**src/hw/rtl/sbti_pkg.sv**
```systemverilog
// Types and constants of the swept box time of impact unit
package sbti_pkg;

  localparam int unsigned POS_W   = 24;
  localparam int unsigned HALF_W  = 23;
  localparam int unsigned TIME_W  = 24;
  localparam int unsigned GAP_W   = 26;
  localparam int unsigned SPD_W   = 25;
  localparam int unsigned PROD_W  = 51;
  localparam int unsigned NUM_W   = 48;
  localparam int unsigned FRAC_T  = 16;
  localparam int unsigned MARG_W  = 8;

  localparam logic [TIME_W-1:0] TIME_MAX     = 24'hFFFFFF;
  localparam logic [MARG_W-1:0] MARGIN_RESET = 8'd3;

  // one request as it enters the pipeline
  typedef struct packed {
    logic signed [POS_W-1:0]  mover_x;
    logic signed [POS_W-1:0]  mover_y;
    logic        [HALF_W-1:0] mover_half_w;
    logic        [HALF_W-1:0] mover_half_h;
    logic signed [POS_W-1:0]  mover_vx;
    logic signed [POS_W-1:0]  mover_vy;
    logic signed [POS_W-1:0]  obstacle_x;
    logic signed [POS_W-1:0]  obstacle_y;
    logic        [HALF_W-1:0] obstacle_half_w;
    logic        [HALF_W-1:0] obstacle_half_h;
    logic        [TIME_W-1:0] step_time;
  } item_t;

  // classified request: side or corner test operands
  typedef struct packed {
    logic                    miss;
    logic                    overlap;
    logic                    corner;
    logic                    cross_nz;
    logic signed [GAP_W-1:0] nx;
    logic signed [GAP_W-1:0] ny;
    logic signed [GAP_W-1:0] fx;
    logic signed [GAP_W-1:0] fy;
    logic signed [SPD_W-1:0] spx;
    logic signed [SPD_W-1:0] spy;
    logic        [TIME_W-1:0] dt;
  } sel_t;

  // divider stage contents; q holds the final time when fixed is set
  typedef struct packed {
    logic              hit;
    logic              fixed;
    logic [NUM_W-1:0]  rem;
    logic [TIME_W-1:0] den;
    logic [TIME_W-1:0] q;
  } div_t;

endpackage

```
**src/hw/rtl/sbti_divider.sv**
```systemverilog
// Pipelined restoring divider, one quotient bit per stage
module sbti_divider (
  input  logic            clk,
  input  logic            rst_n,
  input  logic            en,
  input  logic            div_valid,
  input  sbti_pkg::div_t  div_in,
  output logic            res_valid,
  output sbti_pkg::div_t  res
);

  localparam int unsigned NS = sbti_pkg::TIME_W;

  sbti_pkg::div_t st_r [NS];
  logic [NS-1:0]  v_r;

  // valid bits move with the stages
  always_ff @(posedge clk) begin
    if (!rst_n) begin
      v_r <= '0;
    end else if (en) begin
      v_r <= {v_r[NS-2:0], div_valid};
    end
  end

  for (genvar k = 0; k < NS; k++) begin : g_stage
    localparam int unsigned B = NS - 1 - k;
    sbti_pkg::div_t prev, nxt;
    logic [sbti_pkg::NUM_W-1:0] dsh;

    if (k == 0) begin : g_first
      assign prev = div_in;
    end else begin : g_rest
      assign prev = st_r[k-1];
    end

    // try to subtract the divisor shifted to this bit
    always_comb begin
      nxt = prev;
      dsh = {{(sbti_pkg::NUM_W-NS){1'b0}}, prev.den} << B;
      if (!prev.fixed && (prev.rem >= dsh)) begin
        nxt.rem  = prev.rem - dsh;
        nxt.q[B] = 1'b1;
      end
    end

    always_ff @(posedge clk) begin
      if (en) begin
        st_r[k] <= nxt;
      end
    end
  end

  assign res_valid = v_r[NS-1];
  assign res       = st_r[NS-1];

endmodule

```
**config.mk**
```make
export PLATFORM = sky130hd
export DESIGN_NAME = sbti_divider
export DESIGN_NICKNAME = d
export VERILOG_FILES = /design/src/hw/rtl/sbti_pkg.sv /design/src/hw/rtl/sbti_divider.sv
export SDC_FILE = /design/constraint.sdc
export NUM_CORES = 2
export LEC_CHECK = 0
export BUFFER_PORTS_ARGS = -buffer_cell sky130_fd_sc_hd__buf_2
export CORE_MARGIN = 2
export CORE_UTILIZATION = 35
export CTS_CLUSTER_SIZE = 40
export DETAILED_ROUTE_END_ITERATION = 10
export GPL_TIMING_DRIVEN = 0
export PLACE_DENSITY_LB_ADDON = 0.3
export SYNTH_ARGS = -nofsm -noshare
export SYNTH_HDL_FRONTEND = slang
export SYNTH_SLANG_ARGS = --single-unit
```
**constraint.sdc**
```tcl
create_clock -name clk -period 7.73 [get_ports clk]
set_clock_uncertainty 0.1 [all_clocks]
set_input_delay 0.3865 -clock clk [delete_from_list [all_inputs] [get_ports clk]]
set_output_delay 0.3865 -clock clk [all_outputs]
set_load 0.02 [all_outputs]
```
# == Yosys cells after proc, flatten, opt, wreduce, memory -nomap -nowiden ==
# Memory sizes are Yosys's and may differ from the RTL's.
# Index checks and enable logic that the tools add are counted.
# W data, S select, Z words.
# classes
mux,50
n_lt_le_gt_ge,24
n_reduce_logical,48
addsub,24
# op_table
cell,count
$mux W48,24
$ge A48 B24 Y1,1
$ge A48 B25 Y1,1
$ge A48 B26 Y1,1
$ge A48 B27 Y1,1
$ge A48 B28 Y1,1
$ge A48 B29 Y1,1
$ge A48 B30 Y1,1
$ge A48 B31 Y1,1
$ge A48 B32 Y1,1
$ge A48 B33 Y1,1
$ge A48 B34 Y1,1
$ge A48 B35 Y1,1
$ge A48 B36 Y1,1
$ge A48 B37 Y1,1
$ge A48 B38 Y1,1
$ge A48 B39 Y1,1
$ge A48 B40 Y1,1
$ge A48 B41 Y1,1
$ge A48 B42 Y1,1
$ge A48 B43 Y1,1
$ge A48 B44 Y1,1
$ge A48 B45 Y1,1
$ge A48 B46 Y1,1
other kinds (28),99
# totals
in_bits,102
out_inout_bits,99
mem_bits_rw,2352
regBits,24
memories,1
# memory_table
memory,depth,width,rd,rd_ports_with_merged_regs,write_ports,line_no,text
st_r,24,98,24,0,24,sbti_divider.sv:14,sbti_pkg::div_t st_r [NS];

# == Longest topological paths before layout ==
# An unclocked memory read counts as a cell.
# depth
ltp_word,4
depth_mapped,16

# == Least setup slack after synthesis ==
# OpenSTA, ideal clock, no wires.
# synth_path
path_type,reg2reg
from,mem st_r[2][151] in the netlist's numbering
to,mem st_r[2][281] in the netlist's numbering (data pin)
required_ns,7.363
path_buffers,0
setup_time_ns,0.267
stages_incl_launch_ff,15
setup_slack_ns,4.028
arrival_time_ns,3.335
cell_sequence,edfxtp_1 inv_1 ha_1 inv_1 fa_1 a211oi_1 o21bai_1 a31oi_2 o21ai_1 a221o_1 or4_1 a31oi_2 o21ai_2 nor4b_2 xor2_1
# synth_rtl
element,line_no
"start, declared",sbti_divider.sv:14

==> results.yml <==
status:
  status: "complete, no violations"
cells_and_area:
  most_frequent_standard_cell_in_the_layout_excluding_fill_and_tap_cells: "sky130_fd_sc_hd__edfxtp_1"
  post_route_cells_drive_above_1_share: 0.0881
  design.final.nets: 10540
  final_cell_mix: "sky130_fd_sc_hd__edfxtp_1 (2352), sky130_fd_sc_hd__inv_1 (708), sky130_fd_sc_hd__nand2_1 (690)"
  n_fill_cell: 30820
  area_growth_pct: 14.6
global_route:
  antenna_found_initial: 5
  grt_pass1_vias: 76339
  grt.overflow.total: 0
  grt_max_degree: 184
  grt_usage: 0.161
  grt_pass1_wl_um: 422000
power_and_ir_drop:
  seqPwrFrac: 0.448
  max-vdd-ir-drop_mv: 0.188
  share_clk_of_total_power: 0.343
  power_per_cell_area_nw_per_um2: 279
  comb_power_share: 0.209
  internal-power_mw: 26.4
  leakage_nw: 50.5
  p_switching_mw: 10.7
  swShare: 0.288
clock_network:
  clock_insertion_delay_worst_skew_ns: 0.92
  cts_made_buffers: 279
  cts_max_level: 5
  cts_post_setup_buffers_inserted: 0
  clkSlewWorstSetupHoldPaths_ns: 0.06
  tritoncts: "done"
  cts.repair.resized: 0
  cell_at_the_root_of_the_clock_tree: "sky130_fd_sc_hd__clkbuf_16"
  numClockSinks: 2376
  max-clock-path-buffers: 4
sta:
  maxSlewHeadroom: 0.108
  finalCriticalPeriod_ns: 5.90
  fin_crit_sh: 0.763
  finalSetupViolCount: 0
  hold_ws_ns: 0.0885
  slew_viol_final: 0
  finalHoldViolations: 0
  rsz0062_at_grt: "false"
  max_freq_mhz: 170
  timing_worst_slew_pin_value_ns: 1.30
  totalNegativeSetupSlack_ns: 0
critical_path:
  critical_path.max_fanout: 10
  critical-path-slowest-cell: "sky130_fd_sc_hd__o41ai_2"
  arrival_time_at_the_worst_endpoint_ns: 6.48
  cp_cell_instances: "ha_1, nor2b_1, o31a_1, o221a_2, o41ai_2, o21a_1, o21a_1, o21ai_0, a21oi_1, clkbuf_1, clkbuf_1, nand2_1, o21ai_0"
  required_ns: 8.31
  worstSetupPathType: "reg -> reg"
  crit_end_element: "flip-flop"
  worst_path_largest_cell_delay_ns: 1.04
  r2r_start: "st_r[0][168]"
  startpoint: "st_r[0][168]"
  worst_setup_path_start_kind: "flip-flop"
detailed_routing:
  detail_route.first_pass.iterations: 6
  drc: 0
  total_number_of_vias: 72774
  avgRoutedWirePerCell_um: 19.1
  vias_per_cell: 5.04
  drt_first_iter_violations: 4170
  wirelength_um: 275000
  final_antenna_net_count: 0
yosys:
  post-synth-top-area-fraction: 0.610
  synth_area_leaders: "sky130_fd_sc_hd__edfxtp_1 (61%), sky130_fd_sc_hd__ha_1 (6.2%), sky130_fd_sc_hd__xnor2_1 (3.0%)"
  post_synth_inst_count: 9223
  synth_enable_flop_cells: 2352
  yosysSeqAreaShare: 0.614
  yosysWarningCount: 0
  synthesis.area_um2: 116000
  synth_fp_nets: 9925
  synth.lib_cells_used.distinct: 96
  synth_top_area_cell: "sky130_fd_sc_hd__edfxtp_1"
  ys_dominant_reg_cell: "sky130_fd_sc_hd__edfxtp_1"
  post_synth.cell_area_avg_um2: 12.6
  async_flop_share: 0
  synth_seq_cells: 2376
die:
  die-width_um: 579
  dieHeight_um: 579
  std_cell_rows: 211
  top_level_ports: 201
  initial_core_utilization: 0.351
  floorplan.die_area_um2: 336000
  core_area_um2: 330000
placed_design:
  place_congestion: 0.967
  place.port_buffers: 200
  dp.final_hpwl_um: 208000
hold_path:
  min_path_type: "in -> reg"
  min-delay-start: "div_in[41]"
job:
  cap_viol_max_count: 0
[kinds of logic (layout without fill, tap and decap cells)]
logic type,after synthesis,in the layout,share of synthesized area
muxes,212,212,0.0202
DFF,2376,2376,0.614
and+or+nand+nor,2331,2331,0.102
xor gates and xnor gates,769,769,0.0581
other,0,21,0
AOI/OAI and AO/OA,2036,2036,0.110
adders and majority gates,600,600,0.0664
buffers and inverters,899,1715,0.0295
[flip-flops by register name (all words and copies together) (netlist names)]
register  flops
st_r       2352
v_r          24
[layout make-up]
type	instances	area, µm²	share of cell area
Inverter	708	2660	0.0200
Clock inverter	150	1540	0.0116
Sequential cell	2376	71100	0.536
Antenna cell	21	52.6	0.000396
Buffer	191	758	0.00571
Multi-Input combinational cell	5948	41400	0.312
Timing Repair Buffer	334	2610	0.0196
Tap cell	4366	5460	0.0411
Clock buffer	332	7220	0.0544
[critical path, delay by kind of cell (launching register included)]
family | cells | cell delay, ns
compound gates | 8 | 3.22
buf+inv | 2 | 1.28
flops | 1 | 0.43
fa+ha+maj | 1 | 0.34
simple gates | 2 | 0.27
[routing by layer]
layer / track usage / routed length [µm]
met5: 0 / 0
met4: 0.113 / 21100
met3: 0.0220 / 8940
met2: 0.320 / 151000
met1: 0.148 / 94300
[power by group through the flow]
stage / clock network [mW] / registers (mW) / logic (mW)
after global placement: 0 / 17.8 / 7.49
final: 12.7 / 16.6 / 7.73
after floorplan: 0 / 16.6 / 5.46
after global routing: 13.6 / 16.7 / 8.57
after detailed placement: 0 / 16.9 / 7.64
after CTS: 13.2 / 16.6 / 7.73
[stage by stage]
stage          utilization  std cells  cell area (µm²)  setup slack (ns)  total power [mW]
4_1_cts              0.402      14405           133000              1.79              37.5
5_1_grt              0.402      14425           133000              1.72              38.9
3_5_place_dp         0.372      13811           123000              1.75              24.5
3_3_place_gp         0.371      13789           122000            -31.46              25.3
6_report             0.402      14426           133000              1.83              37.0
2_1_floorplan            -       9223           116000              4.03              22.0
[final timing paths]
path	endpoint	slack [ns]	cells after the start
setup / recovery	st_r[0][287]	1.83	13
hold / removal	st_r[0][41]	0.09	2
setup reg to reg	st_r[0][287]	1.83	13
hold reg to reg	st_r[0][198]	0.27	0
[synth_stat cells (all sizes together) (54+ instances only)]
cell type and instances:
o21ai 596, edfxtp 2352, nand4 96, xnor2 400, nor4 126, or3 86, o21bai 62, nor2 458
xor2 369, nor3 185, a211oi 54, o21a 104, and3 57, inv 708, a31oi 57, a21o 303
nand3 138, a21oi 532, clkbuf 153, nand2 692, nand2b 114, nor2b 112, mux2 176, ha 576
[what timing repair did]
item | in CTS | in global routing
setup endpoints to repair | 0 | 0
hold buffers | 112 | 0
endpoints found under the hold margin | 217 | 0
(Power assumes the default switching activity.)
