**src/hw/rtl/sbti_pkg.sv**
```systemverilog
// Types and constants of the swept box time of impact unit
package sbti_pkg;

  localparam int unsigned POS_W   = 24;
  localparam int unsigned HALF_W  = 23;
  localparam int unsigned TIME_W  = 24;
  localparam int unsigned GAP_W   = 26;
  localparam int unsigned SPD_W   = 25;
  localparam int unsigned PROD_W  = 51;
  localparam int unsigned NUM_W   = 48;
  localparam int unsigned FRAC_T  = 16;
  localparam int unsigned MARG_W  = 8;

  localparam logic [TIME_W-1:0] TIME_MAX     = 24'hFFFFFF;
  localparam logic [MARG_W-1:0] MARGIN_RESET = 8'd3;

  // one request as it enters the pipeline
  typedef struct packed {
    logic signed [POS_W-1:0]  mover_x;
    logic signed [POS_W-1:0]  mover_y;
    logic        [HALF_W-1:0] mover_half_w;
    logic        [HALF_W-1:0] mover_half_h;
    logic signed [POS_W-1:0]  mover_vx;
    logic signed [POS_W-1:0]  mover_vy;
    logic signed [POS_W-1:0]  obstacle_x;
    logic signed [POS_W-1:0]  obstacle_y;
    logic        [HALF_W-1:0] obstacle_half_w;
    logic        [HALF_W-1:0] obstacle_half_h;
    logic        [TIME_W-1:0] step_time;
  } item_t;

  // classified request: side or corner test operands
  typedef struct packed {
    logic                    miss;
    logic                    overlap;
    logic                    corner;
    logic                    cross_nz;
    logic signed [GAP_W-1:0] nx;
    logic signed [GAP_W-1:0] ny;
    logic signed [GAP_W-1:0] fx;
    logic signed [GAP_W-1:0] fy;
    logic signed [SPD_W-1:0] spx;
    logic signed [SPD_W-1:0] spy;
    logic        [TIME_W-1:0] dt;
  } sel_t;

  // divider stage contents; q holds the final time when fixed is set
  typedef struct packed {
    logic              hit;
    logic              fixed;
    logic [NUM_W-1:0]  rem;
    logic [TIME_W-1:0] den;
    logic [TIME_W-1:0] q;
  } div_t;

endpackage

```
**src/hw/rtl/sbti_classify.sv**
```systemverilog
// Gap computation and side/corner classification (two stages)
module sbti_classify (
  input  logic                clk,
  input  logic                rst_n,
  input  logic                en,
  input  logic                in_valid,
  input  sbti_pkg::item_t     in_item,
  output logic                sel_valid,
  output sbti_pkg::sel_t      sel
);

  logic signed [sbti_pkg::GAP_W-1:0] x12_r, x21_r, y12_r, y21_r;
  logic signed [sbti_pkg::GAP_W-1:0] x12_nxt, x21_nxt, y12_nxt, y21_nxt;
  logic signed [sbti_pkg::POS_W-1:0] vx_r, vy_r;
  logic        [sbti_pkg::TIME_W-1:0] dt_r;
  logic                               v1_r, v2_r;
  sbti_pkg::sel_t                     sel_r, sel_nxt;

  // stage 1: center distance and edge gaps on both axes
  always_comb begin
    logic signed [sbti_pkg::GAP_W-1:0] dx, dy, ws, hs;
    dx = $signed({{2{in_item.mover_x[23]}}, in_item.mover_x})
       - $signed({{2{in_item.obstacle_x[23]}}, in_item.obstacle_x});
    dy = $signed({{2{in_item.mover_y[23]}}, in_item.mover_y})
       - $signed({{2{in_item.obstacle_y[23]}}, in_item.obstacle_y});
    ws = $signed({3'b000, in_item.mover_half_w}) + $signed({3'b000, in_item.obstacle_half_w});
    hs = $signed({3'b000, in_item.mover_half_h}) + $signed({3'b000, in_item.obstacle_half_h});
    x12_nxt = dx - ws;
    x21_nxt = -dx - ws;
    y12_nxt = dy - hs;
    y21_nxt = -dy - hs;
  end

  always_ff @(posedge clk) begin
    if (!rst_n) begin
      v1_r <= 1'b0;
    end else if (en) begin
      v1_r <= in_valid;
    end
  end

  always_ff @(posedge clk) begin
    if (en) begin
      x12_r <= x12_nxt;
      x21_r <= x21_nxt;
      y12_r <= y12_nxt;
      y21_r <= y21_nxt;
      vx_r  <= in_item.mover_vx;
      vy_r  <= in_item.mover_vy;
      dt_r  <= in_item.step_time;
    end
  end

  // stage 2: which side the mover sits on, and test operands for that case
  always_comb begin
    logic xp, xn, yp, yn, mx, my;
    logic signed [sbti_pkg::SPD_W-1:0] vxe, vye, cr;
    logic signed [sbti_pkg::GAP_W-1:0] fu, fd;
    vxe = $signed({vx_r[23], vx_r});
    vye = $signed({vy_r[23], vy_r});
    xp = 1'b0; xn = 1'b0; yp = 1'b0; yn = 1'b0; mx = 1'b0; my = 1'b0;
    cr = '0; fu = '0; fd = '0;
    if (x12_r >= 0) begin
      xp = 1'b1;
      mx = (vxe >= 0);
    end else if (x21_r >= 0) begin
      xn = 1'b1;
      mx = (vxe <= 0);
    end
    if (y12_r >= 0) begin
      yp = 1'b1;
      my = (vye >= 0);
    end else if (y21_r >= 0) begin
      yn = 1'b1;
      my = (vye <= 0);
    end

    sel_nxt          = '0;
    sel_nxt.dt       = dt_r;
    sel_nxt.miss     = mx | my;
    sel_nxt.corner   = (xp | xn) & (yp | yn);
    sel_nxt.overlap  = !(xp | xn | yp | yn);

    if (xp && yn) begin
      sel_nxt.nx = x12_r;  sel_nxt.ny = y21_r;  sel_nxt.fx = -x21_r; sel_nxt.fy = -y12_r;
      sel_nxt.spx = -vxe;  sel_nxt.spy = vye;
    end else if (xp && yp) begin
      sel_nxt.nx = x12_r;  sel_nxt.ny = y12_r;  sel_nxt.fx = -x21_r; sel_nxt.fy = -y21_r;
      sel_nxt.spx = -vxe;  sel_nxt.spy = -vye;
    end else if (xn && yn) begin
      sel_nxt.nx = x21_r;  sel_nxt.ny = y21_r;  sel_nxt.fx = -x12_r; sel_nxt.fy = -y12_r;
      sel_nxt.spx = vxe;   sel_nxt.spy = vye;
    end else if (xn && yp) begin
      sel_nxt.nx = x21_r;  sel_nxt.ny = y12_r;  sel_nxt.fx = -x12_r; sel_nxt.fy = -y21_r;
      sel_nxt.spx = vxe;   sel_nxt.spy = -vye;
    end else begin
      // side cases: nx is the gap, spx the closing speed, spy the cross speed magnitude
      if (xp) begin
        sel_nxt.nx = x12_r; sel_nxt.spx = -vxe; cr = vye; fu = -y12_r; fd = -y21_r;
      end else if (xn) begin
        sel_nxt.nx = x21_r; sel_nxt.spx = vxe;  cr = vye; fu = -y12_r; fd = -y21_r;
      end else if (yn) begin
        sel_nxt.nx = y21_r; sel_nxt.spx = vye;  cr = vxe; fu = -x12_r; fd = -x21_r;
      end else begin
        sel_nxt.nx = y12_r; sel_nxt.spx = -vye; cr = vxe; fu = -x12_r; fd = -x21_r;
      end
      sel_nxt.cross_nz = (cr != 0);
      sel_nxt.spy      = cr[sbti_pkg::SPD_W-1] ? -cr : cr;
      sel_nxt.fy       = cr[sbti_pkg::SPD_W-1] ? fd : fu;
    end
  end

  always_ff @(posedge clk) begin
    if (!rst_n) begin
      v2_r <= 1'b0;
    end else if (en) begin
      v2_r <= v1_r;
    end
  end

  always_ff @(posedge clk) begin
    if (en) begin
      sel_r <= sel_nxt;
    end
  end

  assign sel_valid = v2_r;
  assign sel       = sel_r;

endmodule

```
**config.mk**
```make
export PLATFORM = sky130hd
export DESIGN_NAME = sbti_classify
export DESIGN_NICKNAME = d
export VERILOG_FILES = /design/src/hw/rtl/sbti_pkg.sv /design/src/hw/rtl/sbti_classify.sv
export SDC_FILE = /design/constraint.sdc
export NUM_CORES = 1
export LEC_CHECK = 0
export BUFFER_PORTS_ARGS = -buffer_cell sky130_fd_sc_hd__buf_2
export CAP_MARGIN = 20
export CORE_MARGIN = 2
export CORE_UTILIZATION = 45
export CTS_CLUSTER_SIZE = 8
export DETAILED_ROUTE_END_ITERATION = 8
export PLACE_DENSITY = 0.62
export RECOVER_POWER = 25
export SLEW_MARGIN = 5
export SYNTH_ARGS = -nofsm -noshare
export SYNTH_HDL_FRONTEND = slang
export SYNTH_SLANG_ARGS = --single-unit
```
**constraint.sdc**
```tcl
create_clock -name clk -period 7.2 [get_ports clk]
set_clock_uncertainty 0.2 [all_clocks]
set_input_delay 1.8 -clock clk [delete_from_list [all_inputs] [get_ports clk]]
set_output_delay 1.8 -clock clk [all_outputs]
set_load 0.03 [all_outputs]
```
Yosys cells after proc, flatten, opt, wreduce, memory -nomap -nowiden
Index checks and enable logic that the tools add are counted.
- register bits after elaboration: 360
- bits of input ports: 264
- output and inout port bits: 183
- word-level logic and storage cells: 92
- add/subtract/negate cells: 17
- order comparisons: 8
- mux-type cells: 34
- bitwise operators: 6
- reductions and logical operators: 7
- operators with widths (kind ; count):
    $mux 154 ; 3
    $mux 25 ; 10
    $mux 26 ; 9
    $ge 26x1->1 const B ; 4
    $neg 26->26 ; 4
    $mux 76 ; 1
    $mux 52 ; 1
    $neg 25->26 ; 2
    $sub 25x25->26 ; 2
    $sub 26x25->26 ; 2
    $neg 24->25 ; 2
    $sub 24x24->25 ; 2
    $add 23x23->24 ; 2
    $ge 24x1->1 const B ; 2
    $le 24x1->1 const B ; 2
    $reduce_bool 32->1 ; 1
    $neg 25->25 ; 1
    $mux 1 ; 10
    $or 1x1->1 ; 5
    $logic_and 1x1->1 ; 4
    $reduce_or 4->1 ; 1
    $and 1x1->1 ; 1
    $logic_not 1->1 ; 1

Logic depth before layout (Yosys ltp)
- depth after elaboration: 15
- depth in mapped cells: 25
- depth with buffers taken out: 25

Worst setup path before layout
Ideal clock, no wire load.
- path kind: input to register
- from: in in_item[47] (netlist bit)
- to: reg x12_r[23] (netlist bit), data pin
- setup time: 0.258 ns
- data arrival time: 6.028 ns
- data required time: 6.742 ns
- path slack: 0.715 ns
- stages: 21
- path buffers: 0
- cells stage by stage: ha_1 -> fa_1 -> a21o_1 -> a21oi_1 -> nand2b_1 -> a21boi_0 -> o22ai_1 -> o31a_1 -> nand2b_1 -> a21oi_1 -> xor2_1 -> ha_1 -> a211o_1 -> or4_4 -> a31oi_2 -> o21ai_1 -> maj3_2 -> a221oi_2 -> o31ai_1 -> a21oi_1 -> xnor2_1
- cells in the longest elaborated chain, start to end: 2
- ends and longest elaborated chain (element ; RTL line ; RTL):
    start: declaration ; sbti_classify.sv:7 ; input sbti_pkg::item_t in_item,
    $add 23x23->24 ; sbti_classify.sv:26 ; ws = $signed({3'b000, in_item.mover_half_w}) + $signed({3'b000, in_item.obstacle_half_w});
    $sub 25x25->26 ; sbti_classify.sv:28 ; x12_nxt = dx - ws;
    net x12_nxt (one bit) ; sbti_classify.sv:13 ; logic signed [sbti_pkg::GAP_W-1:0] x12_nxt, x21_nxt, y12_nxt, y21_nxt;
    end signal: assignment ; sbti_classify.sv:44 ; x12_r <= x12_nxt;
    end: declaration ; sbti_classify.sv:12 ; logic signed [sbti_pkg::GAP_W-1:0] x12_r, x21_r, y12_r, y21_r;
The timed path passes the listed nets, and every way through them passes these cells.
A chain may end at the register's enable or synchronous reset.

Final worst setup path
- from: in in_item[47] (netlist bit)
- to: reg x21_r[25] (netlist bit), data pin
- cells in the longest elaborated chain, start to end: 2
- ends and longest elaborated chain (element ; RTL line ; RTL):
    $add 23x23->24 ; sbti_classify.sv:26 ;
    $sub 26x25->26 ; sbti_classify.sv:29 ; x21_nxt = -dx - ws;
    net x21_nxt (one bit) ; sbti_classify.sv:13 ;
    end signal: assignment ; sbti_classify.sv:45 ; x21_r <= x21_nxt;
    end: declaration ; sbti_classify.sv:12 ;
The timed path passes the listed nets, and every way through them passes these cells.

==> flow_results.xml <==
<?xml version="1.0" encoding="UTF-8"?>
<metrics>
  <group name="run_status">
    <metric name="status" unit="">finished, violations left</metric>
    <metric name="violations_in_the_final_reports" unit="">capacitance limit, slew limit</metric>
  </group>
  <group name="logic_synthesis">
    <metric name="synth_ff_type" unit="">edfxtp_1</metric>
    <metric name="number_of_enable_flip_flop_cells_after_synthesis" unit="">356</metric>
    <metric name="synth_commonest_cells" unit="">edfxtp_1, nand2_1, ha_1</metric>
    <metric name="synth.largest_area_cell" unit="">edfxtp_1</metric>
    <metric name="synthesis.instances" unit="">2927</metric>
    <metric name="synth-seq-area-share" unit="">0.3913</metric>
    <metric name="synth_seq_cells" unit="">358</metric>
    <metric name="yosys.area.top_type_share" unit="">0.3898</metric>
    <metric name="yosys_warnings" unit="">0</metric>
    <metric name="synth_cell_types" unit="">96</metric>
    <metric name="synth_area_leaders" unit="">edfxtp_1, ha_1, xnor2_1</metric>
    <metric name="avgSynthCellArea" unit="sq um">9.370</metric>
    <metric name="synthesis.nets" unit="">3436</metric>
    <metric name="synth-async-reset-ratio" unit="">0</metric>
    <metric name="synth.most_common_cell" unit="">edfxtp_1</metric>
    <metric name="mappedNetlistArea" unit="sq um">27430</metric>
  </group>
  <group name="placed_design">
    <metric name="detailedPlacementHpwl" unit="mm">67.41</metric>
    <metric name="buffer_ports.inserted" unit="">446</metric>
    <metric name="routabilityCongestion" unit="">0.9068</metric>
    <metric name="placed_area" unit="sq um">30470</metric>
    <metric name="place_inst" unit="">4071</metric>
  </group>
  <group name="die">
    <metric name="die_y" unit="um">250.9</metric>
    <metric name="fp.dieW" unit="um">250.9</metric>
    <metric name="num_rows" unit="">90</metric>
    <metric name="boundaryPins" unit="">447</metric>
    <metric name="initial_standard_cell_utilization_of_the_core" unit="">0.4544</metric>
    <metric name="core_area" unit="sq um">60360</metric>
    <metric name="fp.dieArea" unit="sq um">62940</metric>
  </group>
  <group name="run">
    <metric name="timing.max_cap.violations" unit="">4</metric>
  </group>
  <group name="global_routing">
    <metric name="globalRoute.totalOverflow" unit="">0</metric>
    <metric name="globalRouteTotalUtil" unit="">0.2694</metric>
    <metric name="grt_max_degree" unit="">133</metric>
    <metric name="initial_antenna_violation_count" unit="">2</metric>
    <metric name="grt_pass1_vias" unit="">23050</metric>
    <metric name="groute.layer.met1.usage" unit="">0.3542</metric>
    <metric name="gr_busiest_metal" unit="">met2</metric>
    <metric name="grt_use_met2" unit="">0.4558</metric>
    <metric name="grt.met3_usage" unit="">0.03986</metric>
    <metric name="grt_pass1_wl" unit="mm">132.5</metric>
  </group>
  <group name="drt">
    <metric name="vias_per_cell" unit="">5.764</metric>
    <metric name="remaining_drc_errors" unit="">0</metric>
    <metric name="post_drt_wl_per_cell" unit="um">20.94</metric>
    <metric name="postRouteAntennaNets" unit="">0</metric>
    <metric name="drt_iter0_drcs" unit="">1993</metric>
    <metric name="vias" unit="">23870</metric>
    <metric name="finalWirelength" unit="mm">86.71</metric>
    <metric name="first_pass_iters" unit="">6</metric>
  </group>
  <group name="sta">
    <metric name="hold_violations" unit="">0</metric>
    <metric name="slew_violations" unit="">252</metric>
    <metric name="tightestPinTransition" unit="ns">2.994</metric>
    <metric name="worst_slew_margin_rel" unit="">-0.9961</metric>
    <metric name="clock.fmax" unit="MHz">150.9</metric>
    <metric name="final_setup_viols" unit="">0</metric>
    <metric name="unrepaired_setup_endpoints_after_global_routing" unit="">false</metric>
    <metric name="period_needed" unit="ns">6.627</metric>
    <metric name="layout_worst_path_cycle_share" unit="">0.9205</metric>
  </group>
  <group name="pwr">
    <metric name="power.leakage" unit="nW">13.62</metric>
    <metric name="power.ir.vdd_worst" unit="mV">0.1762</metric>
    <metric name="cell_area_power_density" unit="nW/um^2">366.6</metric>
  </group>
  <group name="clock_network">
    <metric name="cts.path.max_buffers" unit="">3</metric>
    <metric name="clock-root-buffer" unit="">clkbuf_16</metric>
    <metric name="postCtsResizedCells" unit="">0</metric>
    <metric name="clock_sinks" unit="">358</metric>
    <metric name="h-tree-depth" unit="">2</metric>
    <metric name="clk_latency" unit="ns">0.59</metric>
    <metric name="post_cts_buffers" unit="">0</metric>
    <metric name="tritoncts" unit="">done</metric>
    <metric name="cts_buffers" unit="">51</metric>
    <metric name="cts_hold_buffers" unit="">0</metric>
    <metric name="clkSlewWorstSetupHoldPaths" unit="ns">0.05</metric>
  </group>
  <group name="final_layout">
    <metric name="fillers" unit="">5553</metric>
    <metric name="final_cell_count_no_fill" unit="">4141</metric>
    <metric name="antenna_cells_inserted" unit="">0</metric>
    <metric name="layout-drive-gt1-share" unit="">0.1739</metric>
    <metric name="final_cell_area" unit="sq um">31860</metric>
    <metric name="areaGrowthSynthToFinish" unit="%">16.16</metric>
    <metric name="finish.net_count" unit="">3852</metric>
    <metric name="postLayoutCoreUtil" unit="">0.5278</metric>
  </group>
  <group name="setup_path">
    <metric name="critical_path.startpoint_type" unit="">input pin</metric>
    <metric name="worstPathRequired" unit="ns">7.43</metric>
    <metric name="reg2regPathDepth" unit="">9</metric>
    <metric name="worst-endpoint-arrival" unit="ns">6.86</metric>
    <metric name="cells_traversed_along_the_worst_timing_path" unit="">buf_2 &gt; ha_1 &gt; fa_1 &gt; a21o_1 &gt; a21oi_1 &gt; nand2b_1 &gt; a21boi_0 &gt; o22ai_1 &gt; o31a_1 &gt; a21oi_1 &gt; a21oi_1 &gt; xor2_1 &gt; ha_1 &gt; inv_1 &gt; ha_1 &gt; o21a_1 &gt; o21ai_0 &gt; inv_1 &gt; and3_1 &gt; and3b_1 &gt; or3_1 &gt; and2_1 &gt; a221o_1 &gt; a21oi_1</metric>
    <metric name="timing.setup.critical_path_class" unit="">in -&gt; reg</metric>
    <metric name="critical_path.slowest_cell" unit="">or3_1</metric>
    <metric name="critical_path.max_fanout" unit="">4</metric>
    <metric name="timing.critical_path.to_type" unit="">flop</metric>
    <metric name="crit_path_max_incr_delay" unit="ns">0.40</metric>
    <metric name="library_cell_appearing_most_often_on_the_critical_path" unit="">a21oi_1</metric>
  </group>
  <group name="hold_path">
    <metric name="min-delay-path-class" unit="">reg -&gt; reg</metric>
    <metric name="hold_depth" unit="">0</metric>
  </group>
</metrics>
## worst max-delay path, delay by kind of cell
kind / cells / cell delay, ns
AOI/OAI and AO/OA: 11 / 2.47
adders and majority gates: 4 / 1.09
and+or+nand+nor: 5 / 1.07
buffers and inverters: 3 / 0.26
xor gates and xnor gates: 1 / 0.18
## layout by cell type, fill, tap and decap left out, types with 12 or more instances in the layout
cell type | Yosys | routed
nand2_1 | 238 | 238
a22oi_1 | 12 | 12
nand2b_1 | 30 | 30
nand3_1 | 77 | 77
or3_1 | 29 | 29
a21oi_1 | 200 | 200
o21bai_1 | 25 | 25
o22ai_1 | 41 | 41
xnor2_1 | 196 | 196
clkbuf_1 | 85 | 24
nor3_1 | 87 | 87
a22o_1 | 43 | 43
or2_2 | 14 | 14
ha_1 | 237 | 237
nor4_1 | 24 | 24
inv_1 | 236 | 237
a211oi_1 | 32 | 32
nor2b_1 | 24 | 24
nand4_1 | 20 | 20
edfxtp_1 | 356 | 356
and3_1 | 17 | 17
buf_4 | 2 | 19
nor2_1 | 223 | 218
o21ai_0 | 181 | 181
o211ai_1 | 54 | 54
clkbuf_16 | 0 | 51
o21a_1 | 27 | 27
xor2_1 | 104 | 104
mux2i_1 | 26 | 26
a21o_1 | 47 | 47
a31oi_1 | 21 | 21
buf_2 | 7 | 439
and2_1 | 14 | 13
## path summary, 6_finish.rpt
path / from / endpoint / slack [ns]
worst max-delay path: in_item[47] / x21_r[25]$_DFFE_PP_ / 0.57
worst min-delay path: dt_r[10]$_DFFE_PP_ / sel[10]$_DFFE_PP_ / 0.21
worst max register to register: y12_r[25]$_DFFE_PP_ / sel[45]$_DFFE_PP_ / 1.07
worst min register to register: dt_r[10]$_DFFE_PP_ / sel[10]$_DFFE_PP_ / 0.21
## metal layers
metal | vias up | part of all wire
li1 | 11480 | -
met1 | 11330 | 0.43
met2 | 893 | 0.48
met3 | 160 | 0.067
met4 | 2 | 0.032
met5 | - | 0.00015
## power by group
part	switching [W]	total, W	internal [W]
clock	0.000864	0.00217	0.00130
combinational	0.00355	0.00562	0.00207
sequential	0.000670	0.00389	0.00322
## sequential cells by signal, summed over array words and instances, names as in the netlist
register and flops:
dt_r 24, sel 182, sel_valid 1, v1_r 1, vx_r 24, vy_r 24, x12_r 26, x21_r 25
y12_r 26, y21_r 25
## per-stage QoR
step	total power, W	worst slack (ns)	setup TNS (ns)	hold slack [ns]
2_1_floorplan	0.007565	0.7147	0	0.2003
3_3_place_gp	0.009385	0.1226	0	0.2003
3_5_place_dp	0.009470	-0.003336	-0.003336	0.2054
4_1_cts	0.01168	0.5934	0	0.2145
5_1_grt	0.01239	0.01251	0	0.2203
6_report	0.01168	0.5727	0	0.2121
## kinds of logic (layout without fill, tap and decap cells)
| logic type | after synthesis | in the layout | synth area share |
|---|---|---|---|
| buffers and inverters | 350 | 782 | 0.04850 |
| and+or+nand+nor | 844 | 844 | 0.1486 |
| xor gates and xnor gates | 300 | 300 | 0.09581 |
| other | 1 | 1 | 0.0001367 |
| muxes | 34 | 34 | 0.01277 |
| adders and majority gates | 248 | 248 | 0.1152 |
| AOI/OAI and AO/OA | 792 | 792 | 0.1877 |
| DFF | 358 | 358 | 0.3913 |
## area by class of cell
class	instances	area, sq um	share of cell area
inverter	240	900.9	0.02828
timing repair buffer	473	2470	0.07753
sequential	358	10730	0.3368
tap	782	978.4	0.03071
multi-input combinational	2219	15380	0.4828
clock buffer	65	1329	0.04171
clock inverter	4	67.56	0.002121
Note: power is estimated with default switching activity, not from simulation.
